$ cat config.mk
export PLATFORM = sky130hd
export DESIGN_NAME = mavg_ram
export DESIGN_NICKNAME = d
export VERILOG_FILES = /design/src/hdl/mavg_ram.sv
export SDC_FILE = /design/constraint.sdc
export NUM_CORES = 1
export LEC_CHECK = 0
export BUFFER_PORTS_ARGS = -buffer_cell sky130_fd_sc_hd__clkbuf_2
export CAP_MARGIN = 20
export CELL_PAD_IN_SITES_DETAIL_PLACEMENT = 1
export CELL_PAD_IN_SITES_GLOBAL_PLACEMENT = 2
export CORE_ASPECT_RATIO = 0.6
export CORE_MARGIN = 5
export CORE_UTILIZATION = 40
export CTS_CLUSTER_SIZE = 24
export DETAILED_ROUTE_END_ITERATION = 7
export GPL_TIMING_DRIVEN = 0
export HOLD_SLACK_MARGIN = 0.15
export PLACE_DENSITY = 0.75
export SYNTH_ARGS = -nofsm -noshare
export SYNTH_HDL_FRONTEND = slang
export SYNTH_SLANG_ARGS = --single-unit
$ cat constraint.sdc
create_clock -name i_clk -period 3.8 [get_ports i_clk]
set_input_delay 0.76 -clock i_clk [delete_from_list [all_inputs] [get_ports i_clk]]
set_output_delay 0.76 -clock i_clk [all_outputs]
set_load 0.005 [all_outputs]
$ cat src/hdl/mavg_ram.sv
// mavg_ram: generic simple dual-port RAM, one write port, one registered read port.
// No dependencies.
`timescale 1ns / 1ps
`default_nettype none

module mavg_ram #(
    parameter int WIDTH = 8,
    parameter int DEPTH = 16
) (
    input  wire                                        i_clk,
    input  wire                                        i_we,
    input  wire  [(DEPTH > 1 ? $clog2(DEPTH) : 1)-1:0] i_waddr,
    input  wire  [WIDTH-1:0]                           i_wdata,
    input  wire                                        i_re,
    input  wire  [(DEPTH > 1 ? $clog2(DEPTH) : 1)-1:0] i_raddr,
    output logic [WIDTH-1:0]                           o_rdata
);

    logic [WIDTH-1:0] r_mem [DEPTH];

    always_ff @(posedge i_clk) begin
        if (i_we) begin
            r_mem[i_waddr] <= i_wdata;
        end
        if (i_re) begin
            o_rdata <= r_mem[i_raddr];
        end
    end

endmodule

`default_nettype wire

# ---- Yosys cells after proc, flatten, opt, wreduce, memory -nomap -nowiden
# Memories as Yosys holds them, arrays and structs flattened. A register that Yosys moved wholly into a read port is not among the register bits.
# Index checks and enable logic that the tools add are counted.
dict set report word_totals {
  elab_cells 3
  mem_count 1
  reg_bits 0
  ramBits 128
  out_inout_bits 8
}
dict set report classes {
  n_mux 2
}
# name words width rd rd_ports_with_merged_regs wr line_no
set mem_list {}
lappend mem_list {r_mem 16 8 1 1 1 19} ;# logic [WIDTH-1:0] r_mem [DEPTH];
# operator n
set op_table {}
lappend op_table {{$mux W1} 2}

# ---- Logic depth before layout (Yosys ltp)
dict set report depth {
  word_depth 2
  mapped_depth 5
  mapped_depth_nobuf 3
}

# ---- Worst setup path after synthesis
# Ideal clock, no wire load.
dict set report synth_timing {
  path_kind {in2reg}
  start {input i_waddr[2] in the netlist's numbering}
  end {memory r_mem[0][0], enable pin}
  path_slack_ns 1.547
  stages 2
  arrival_time_ns 1.870
  cell_sequence {or3b_2 > nor3_1}
}
# element line_no
set synth_rtl {}
lappend synth_rtl {{start: declaration} 12} ;# input wire [(DEPTH > 1 ? $clog2(DEPTH) : 1)-1:0] i_waddr,
lappend synth_rtl {{end: declaration} 19}
# Straight into the memory's write port.

# ---- Worst setup path after layout
dict set report layout_timing {
  start {input i_waddr[2] in the netlist's numbering}
  end {memory r_mem[0][0], enable pin}
}
# Straight into the memory's write port.

==> flow_summary.yaml <==
timing:
  setup_tns_ns: 0
  fmax_mhz: 461
  finalSetupViolations: 0
  hold_viol_final: 0
  slew-limit-headroom_pct: 34.5
  worst_pin_slew_ns: 0.978
  rsz0062_at_grt: "no"
  period_needed_ns: 2.17
  clock_skew_ns: 0.00737
  min_period_over_period_pct: 57.1
  hold_slack_ns: 0.754
  drv_slew: 0
yosys:
  syn-num-nets: 248
  ys_seq_elements: 136
  netlist_area_mm2: 0.00523
  synth_cell_types: 18
  post-synth-top-area-fraction_pct: 78.1
  ys_seq_area_share_pct: 78.1
  avgSynthCellArea_um2: 22.8
  synth_warnings: 0
  synth_area_leaders: "edfxtp_1, mux4_2, mux4_1"
  synth_cells: 229
  synth_top_area_cell: "edfxtp_1"
routing:
  vias: 2483
  drt_wl_total_um: 11200
  drt-wirelength-per-cell_um: 24.5
  ant_nets: 0
  vias_per_cell: 5.46
  drt_iter0_markers: 228
  firstDrtPassIters: 4
  drc: 0
cts:
  cts_root_buf: "clkbuf_16"
  post-cts-setup-buffers: 0
  cts_tree: "yes"
  htree_num_levels: 4
  numCtsBuffers: 17
  cts_sinks: 136
  cts_buffer_depth: 2
  hold_buffers: 0
  clk_pin_slew_ns: 0.05
  cts.repair.resized: 0
  clk_latency_ns: 0.40
grt:
  grt_overflow: 0
  grt_pass1_wl_um: 16800
  antenna_found_initial: 0
  grt_pass1_vias: 2618
  grt_max_degree: 17
  track_usage_pct: 15.5
worst_setup_path:
  r2r-end: "o_rdata[1]"
  cp_max_fo: 5
  worst_r2r_path_depth: 3
  critPathLaunchType: "primary input"
  critPathArrivalTime_ns: 2.27
  r2r_slack_ns: 2.28
  crit_chain: "clkbuf_2 -> or3b_2 -> nor3_1 -> buf_2"
  crit_path_end_kind: "flip-flop"
  slowest_stage: "nor3_1"
  slowest_delay_ns: 0.56
  crit_family: "simple AND/OR/NAND/NOR gates"
  crit_buf_inv: 2
  r2r-start: "r_mem[2][1]"
  cp.required_ns: 3.90
  worstSetupPathType: "in -> reg"
place:
  place_congestion: 0.741
  post-place-cells: 426
  placement.io_buffers: 25
  hpwl_um: 7240
floorplan:
  die_y_um: 98.6
  core-area_mm2: 0.0128
  start_util_pct: 40.8
  ioPinCount: 27
  die_area_mm2: 0.0155
  num_rows: 32
  die_x_um: 158
layout:
  fillers: 1183
  syn_to_final_growth_pct: 16.9
  instances_no_fill: 455
  multi_input_area_mm2: 0.00107
  antenna_cells: 0
  final-seq-area_mm2: 0.00408
  drive_gt1_share_pct: 27.7
  final_nets: 294
  final_cell_mix: "edfxtp_1, clkbuf_2, mux4_2, clkbuf_16, a22oi_1"
  final_common_cell: "edfxtp_1"
worst_hold_path:
  whs_endpoint: "o_rdata[7]"
  hold_depth: 3
  holdCritStartpoint: "r_mem[15][7]"
  min_path_type: "reg -> reg"
power:
  ir_worst_vdd_mv: 0.312
  power.density_mw_per_mm2: 550
  leakage_nw: 2.03
flow_run:
  maxCapViolations: 0
outcome:
  status: "finished clean"
==> kinds of logic after synthesis <==
| logic type | after synthesis | share of synthesized area [%] |
|---|---|---|
| AOI/OAI and AO/OA | 16 | 2.30 |
| buffers and inverters | 10 | 1.65 |
| DFF | 136 | 78.1 |
| muxes | 32 | 14.8 |
| and+or+nand+nor | 35 | 3.14 |
==> state kept, by name, summed over array words and instances (netlist names) <==
name and count:
r_mem 128, o_rdata 8
==> worst max-delay path by stage <==
stage / cells past startpoint / startpoint / slack [ns] / to
after floorplan: 2 / i_waddr[2] / 1.55 / r_mem[0][0]
after global placement: 3 / i_waddr[2] / 0.89 / r_mem[0][1]
after detailed placement: 4 / i_waddr[2] / 1.22 / r_mem[0][2]
after CTS: 4 / i_waddr[2] / 1.65 / r_mem[0][0]
after global routing: 4 / i_waddr[2] / 1.57 / r_mem[0][2]
final: 4 / i_waddr[2] / 1.63 / r_mem[0][0]
==> metrics by stage <==
step	instance area [um^2]	power [W]	util, %	setup WS (ns)
2_1_floorplan	5230	0.00181	-	1.55
3_3_place_gp	5570	0.00188	43.4	0.888
3_5_place_dp	5590	0.00189	43.6	1.22
4_1_cts	6110	0.00340	47.7	1.65
5_1_grt	6110	0.00349	47.7	1.57
6_report	6110	0.00336	47.7	1.63
==> cells in the mapped netlist <==
cell type        count
a22oi_1             16
and2_1               1
and2b_1              1
buf_2                3
buf_4                1
buf_6                3
clkdlybuf4s25_2      3
edfxtp_1           136
mux4_1              14
mux4_2              18
nand2_1              9
nand2b_1             2
nand3_1              1
nand3b_1             2
nor2_1              13
nor2b_1              1
nor3_1               4
or3b_2               1
==> final cells by class <==
class                           count  share of cell area, %
Sequential cell                   136                   66.8
Multi-Input combinational cell     83                   17.5
Clock buffer                       23                   7.33
Tap cell                          170                   3.48
Timing Repair Buffer               27                   2.21
Buffer                             10                   1.41
Clock inverter                      6                   1.27
==> where the power goes <==
group | internal (W) | leakage (nW) | switching (W) | total, W
Sequential | 0.00169 | 1.24 | 0.00000894 | 0.00170
Combinational | 0.0000647 | 0.536 | 0.0000925 | 0.000157
Clock | 0.000947 | 0.256 | 0.000559 | 0.00151
==> worst register-to-register path, stage by stage, from the launching register on <==
cell and delay, ns:
edfxtp_1 0.39, mux4_1 0.54, a22oi_1 0.26, nand2_1 0.09
==> routing by layer <==
metal | track usage, % | wire length (um) | up-vias
li1 | - | - | 1069
met1 | 23.9 | 5540 | 1338
met2 | 21.4 | 4900 | 67
met3 | 4.08 | 623 | 9
met4 | 4.96 | 95 | 0
met5 | 0 | 0 | -
Note: power is estimated with default switching activity, not from simulation.
