**src/hdl/mavg_div.sv**
```systemverilog
// mavg_div: restoring divider, one quotient bit per cycle.
// Depends on nothing; used by moving_average_filter_bank.
`timescale 1ns / 1ps
`default_nettype none

module mavg_div #(
    parameter int N_W = 21,
    parameter int D_W = 6
) (
    input  wire              i_clk,
    input  wire              i_rst_n,
    input  wire              i_start,
    input  wire  [N_W-1:0]   i_num,
    input  wire  [D_W-1:0]   i_den,
    output logic             o_done,
    output logic [N_W-1:0]   o_quot
);

    localparam int CNT_W = $clog2(N_W + 1);

    logic             r_busy;
    logic [CNT_W-1:0] r_cnt;
    logic             r_done;
    logic [D_W-1:0]   r_rem;
    logic [N_W-1:0]   r_quot;
    logic [D_W-1:0]   r_den;

    logic [D_W:0]     w_trial;
    logic [D_W:0]     w_diff;
    logic             w_ge;

    assign w_trial = {r_rem, r_quot[N_W-1]};
    assign w_ge    = (w_trial >= {1'b0, r_den});
    assign w_diff  = w_trial - {1'b0, r_den};

    always_ff @(posedge i_clk) begin
        if (!i_rst_n) begin
            r_busy <= 1'b0;
            r_cnt  <= '0;
            r_done <= 1'b0;
        end else begin
            r_done <= 1'b0;
            if (i_start) begin
                r_busy <= 1'b1;
                r_cnt  <= CNT_W'(N_W);
            end else if (r_busy) begin
                r_cnt <= r_cnt - 1'b1;
                if (r_cnt == CNT_W'(1)) begin
                    r_busy <= 1'b0;
                    r_done <= 1'b1;
                end
            end
        end
    end

    always_ff @(posedge i_clk) begin
        if (i_start) begin
            r_rem  <= '0;
            r_quot <= i_num;
            r_den  <= i_den;
        end else if (r_busy) begin
            r_rem  <= w_ge ? w_diff[D_W-1:0] : w_trial[D_W-1:0];
            r_quot <= {r_quot[N_W-2:0], w_ge};
        end
    end

    assign o_done = r_done;
    assign o_quot = r_quot;

endmodule

`default_nettype wire

```
**config.mk**
```make
export PLATFORM = sky130hd
export DESIGN_NAME = mavg_div
export DESIGN_NICKNAME = d
export VERILOG_FILES = /design/src/hdl/mavg_div.sv
export SDC_FILE = /design/constraint.sdc
export NUM_CORES = 1
export LEC_CHECK = 0
export ABC_CLOCK_PERIOD_IN_PS = 2100
export BUFFER_PORTS_ARGS = -buffer_cell sky130_fd_sc_hd__buf_2
export CAP_MARGIN = 20
export CORE_MARGIN = 4
export CORE_UTILIZATION = 30
export CTS_CLUSTER_DIAMETER = 80
export DETAILED_ROUTE_END_ITERATION = 10
export GPL_TIMING_DRIVEN = 0
export PLACE_DENSITY = 0.63
export SETUP_SLACK_MARGIN = 0.3
export SKIP_CTS_REPAIR_TIMING = 1
export SLEW_MARGIN = 20
export SYNTH_ARGS = -nofsm -noshare
export SYNTH_HDL_FRONTEND = slang
export SYNTH_SLANG_ARGS = --single-unit
export TNS_END_PERCENT = 50
```
**constraint.sdc**
```tcl
create_clock -name i_clk -period 2.1 [get_ports i_clk]
set_input_delay 0.21 -clock i_clk [delete_from_list [all_inputs] [get_ports i_clk]]
set_output_delay 0.21 -clock i_clk [all_outputs]
set_load 0.02 [all_outputs]
```
# Word-level counts from Yosys, hierarchy flattened
# Index checks and enable logic that the tools add are counted.
# totals
regBits	40
inputBits	30
out_inout_bits	22
word_cells	25
# op_classes
addsub	2
n_lt_le_gt_ge	1
eq_ne	1
mux	9
bitwise	2
reduce_logical	3
# ops
cell	count
two-way mux 21 bit	2
two-way mux 5 bit	2
greater-or-equal comparator 7 x 6 -> 1 bit	1
two-way mux 6 bit	1
subtractor 6 bit	1
== test 5 x 1 -> 1 bit, second input constant	1
subtractor 5 x 1 -> 5 bit, second input constant	1
two-way mux 1 bit	4
OR reduction 3 bit	1
inverter 1 bit	2
nonzero test 2 bit	1
OR reduction 2 bit	1

# Depth between registers and ports, before layout
# depth
depth_word	4
ltp_mapped	8

# Worst setup path before layout
# OpenSTA, ideal clock, no wires.
# synth_path
path_type	reg2reg
start	reg r_den[4]
end	reg r_rem[1]
setup_ns	0.122
arrival_time_ns	1.863
required_ns	1.978
path_slack_ns	0.115
stages_incl_launch_ff	9
path_buffers	1
period_less_slack_ns	1.985
path_cell_list	edfxtp_1 -> inv_1 -> ha_1 -> a21o_1 -> a211o_1 -> a41o_1 -> buf_6 -> nor4b_1 -> a311o_1
# synth_between
elab_chain_cells	2
# synth_lines
element	line	source
start, declared	26	logic [D_W-1:0] r_den;
start signal, assigned	60	r_den <= i_den;
greater-or-equal comparator 7 x 6 -> 1 bit	33	assign w_ge = (w_trial >= {1'b0, r_den});
two-way mux 6 bit	62	r_rem <= w_ge ? w_diff[D_W-1:0] : w_trial[D_W-1:0];
end signal, assigned	62	
end, declared	24	logic [D_W-1:0] r_rem;
# No other way between the ends.
# A chain may end at the register's enable or synchronous reset.

# Worst setup path after layout
# layout_path
start	reg r_den[4]
end	reg r_rem[0]
# Same word-level chain as after synthesis.

==> results.md <==
* Reg2reg end: r_rem[0]
* Die width at 88.5 µm
* # clock sinks at 40
* Syn Inst Count at 154
* Port bufs at 51
* FFs w/ async S/R, synth at 0
* Largest net degree at the start of global routing at 22
* WP buf/inv at 2
* Vias in the first global route at 1,359
* Area of the multi-input gates at 841 µm²
* Core footprint at 6310 µm²
* Post-synthesis sequential area ratio at 0.552
* DR pass1 iterations at 4
* Grt total ovfl at 0
* CP Data Required Time at 2.31 ns
* Residual DRC at 0
* Maxcap violations at 0
* Worst Hold Class: in -> reg
* Largest fanout on the critical path at 5
* H-Tree Depth at 2
* Commonest non-fill, non-tap cell in the layout: buf_2
* CP max-delay cell: or4_4
* Slew HR at 0.639
* Slew at the pin with the worst max-slew slack at 0.541 ns
* Delay-heaviest family, CP: compound AO/OA/AOI/OAI gates
* Gr usage total at 0.102
* Max Slew Vio Count at 0
* Initial Util at 0.308
* Peak VDD IR at 0.000532 V
* Yosys warning count at 0
* Layout area overhead at 25.5%
* DR iter-0 viols at 65
* Number of buffers created by CTS at 5
* Yosys top cell by area: edfxtp_1
* WHS Endpoint: r_den[1]
* Chip height at 88.5 µm
* Fin nets at 253
* Syn Nets at 194
* Routed via count at 1,366
* Worst-Skew Late Latency at 0.29 ns
* Initial antenna violation count at 0
* DP HPWL at 2750 µm
* Yosys top cell area share at 0.418
* Sw Ratio at 0.284
* Crit Path Class: reg -> reg
* P_leak at 1.00 nW
* Seq. cell area at 1070 µm²
* Hold depth at 1
* Fmax at 500 MHz
* Largest cells by area after synthesis: edfxtp_1 42%, dfxtp_1 13%, mux2_2 13%, ha_1 5.8%, inv_1 2.5%
* Worst Hold Margin at 0.0926 ns
* IO Count at 52
* Fraction of power consumed by combinational cells at 0.237
* Final setup fails at 0
* Full die area at 7820 µm²
* CTS tree: built
* Critical path arrival at 2.21 ns
* Layout cells sized above 1 at 0.444
* Tmin final at 2.00 ns
* Startpoint types: flop
* Worst path max stage delay at 0.41 ns
* Critical path capture point type: flop
* GP Congestion at 0.734
* Flops & latches, synth at 40
* Seq pwr share at 0.506
* Fillers at 635
* RSZ-0062 raised after global routing: true
* Most frequent cells in the layout: 51 x buf_2, 27 x edfxtp_1, 22 x mux2_2, 12 x inv_1, 12 x dfxtp_1
* Post-synth EDFFs at 27
* Mapped Area at 1940 µm²
* Drt via density at 4.69
* Row Count at 29
* Reg-to-reg slack, setup at 0.1 ns
* WL/cell at 12.7 µm
* Clock tree buffer depth at 2
* Fin cells at 291
* Psw at 0.548 mW
* Status: complete, no violations
* Clock Skews at 0.00993 ns
* Antenna-violating nets left at 0
* N_diodes at 0
* Post-route clock period utilization at 0.953
* Min-delay src: i_den[1]
* Clock slew at reported path FFs at 0.08 ns
* Routed Wire Length at 3700 µm
* CP Cell Sequence: inv_2, ha_4, a21o_1, a211o_1, a41o_1, buf_6, or4_4, o311ai_2
* Syn_area_per_cell at 12.6 µm²
* Pwr dens at 792 nW/µm²
* R2R depth at 8
* Clock share of power at 0.257
* Synth cell types at 35
* Internal power at 1.38 mW
* First-pass GRT wire length at 6040 µm
* Top_reg_cell synth: edfxtp_1
* Reg2reg start: r_den[4]
* Clk root buf: clkbuf_8
* Hold Fails Final Rpt at 0
* Placed Instances at 282
logic make-up after synthesis:
kind of cell	count (synthesis)	share of synthesized area
flops	40	0.552
compound gates	24	0.0851
buf+inv	19	0.0412
fa+ha+maj	10	0.0683
simple gates	29	0.0793
xor+xnor	7	0.0316
mux	25	0.143
per-stage QoR:
stage | power [mW] | TNS [ns] | setup slack, ns | util | cell area [µm²]
global placement | 1.43 | -2.82 | -0.135 | 0.365 | 2310
floorplan | 1.30 | 0 | 0.169 | - | 1950
detailed placement | 1.43 | -3.36 | -0.161 | 0.365 | 2310
global route | 2.05 | 0 | 0.0312 | 0.386 | 2440
CTS | 1.93 | 0 | 0.0817 | 0.379 | 2390
finish | 1.93 | 0 | 0.0993 | 0.386 | 2440
cell type report:
class / instances / area share
buffer: 6 / 0.0128
clock buffer: 6 / 0.0298
clock inverter: 2 / 0.00462
inverter: 13 / 0.0200
multi-input combinational: 95 / 0.345
sequential: 40 / 0.440
tap: 77 / 0.0395
timing repair buffer: 52 / 0.108
power by group through the flow:
stage,clock network [mW],registers (mW),logic (mW)
5_1_grt,0.550,0.990,0.510
4_1_cts,0.518,0.976,0.440
3_5_place_dp,0,0.992,0.440
6_report,0.496,0.976,0.458
2_1_floorplan,0,1.04,0.256
3_3_place_gp,0,0.992,0.433
worst reg2reg max path: stages, from the launching register on:
cell and delay (ns):
edfxtp_1 0.38, inv_2 0.07, ha_4 0.21, a21o_1 0.15, a211o_1 0.25, a41o_1 0.23, buf_6 0.14, or4_4 0.42
o311ai_2 0.07
worst max path at each step:
stage | from | to | slack (ns) | cells after the start
3_3_place_gp | i_start | o_quot[9] | -0.13 | 4
4_1_cts | r_den[4] | r_rem[0] | 0.08 | 8
3_5_place_dp | i_start | o_quot[11] | -0.16 | 4
5_1_grt | r_den[4] | r_rem[0] | 0.03 | 8
6_report | r_den[4] | r_rem[0] | 0.1 | 8
2_1_floorplan | r_den[4] | r_rem[0] | 0.17 | 8
per-layer routing:
layer | vias to the layer above | routed length [µm] | share of wire | track usage
li1 | 681 | - | - | -
met1 | 628 | 1630 | 0.44 | 0.125
met2 | 51 | 1610 | 0.43 | 0.146
met3 | 6 | 398 | 0.11 | 0.0587
met4 | 0 | 65 | 0.018 | 0.0412
met5 | - | 0 | 0 | 0
synth_stat cells, types with 2 or more instances:
master,number
edfxtp_1,27
mux2_2,22
dfxtp_1,13
inv_1,13
nor2_1,11
ha_1,9
a211oi_1,5
a21oi_1,5
nand2_1,4
o21ai_0,4
xnor2_1,4
a21boi_0,3
buf_1,3
mux2i_1,3
nor2b_1,3
xor2_1,3
nand2b_1,2
nor3_1,2
nor4_1,2
sequential cells by signal, summed over array words and instances, names as in the netlist:
name,count
r_busy,1
r_rem,6
o_done,1
o_quot,21
r_cnt,5
r_den,6
Power figures use the tool's default switching activity.
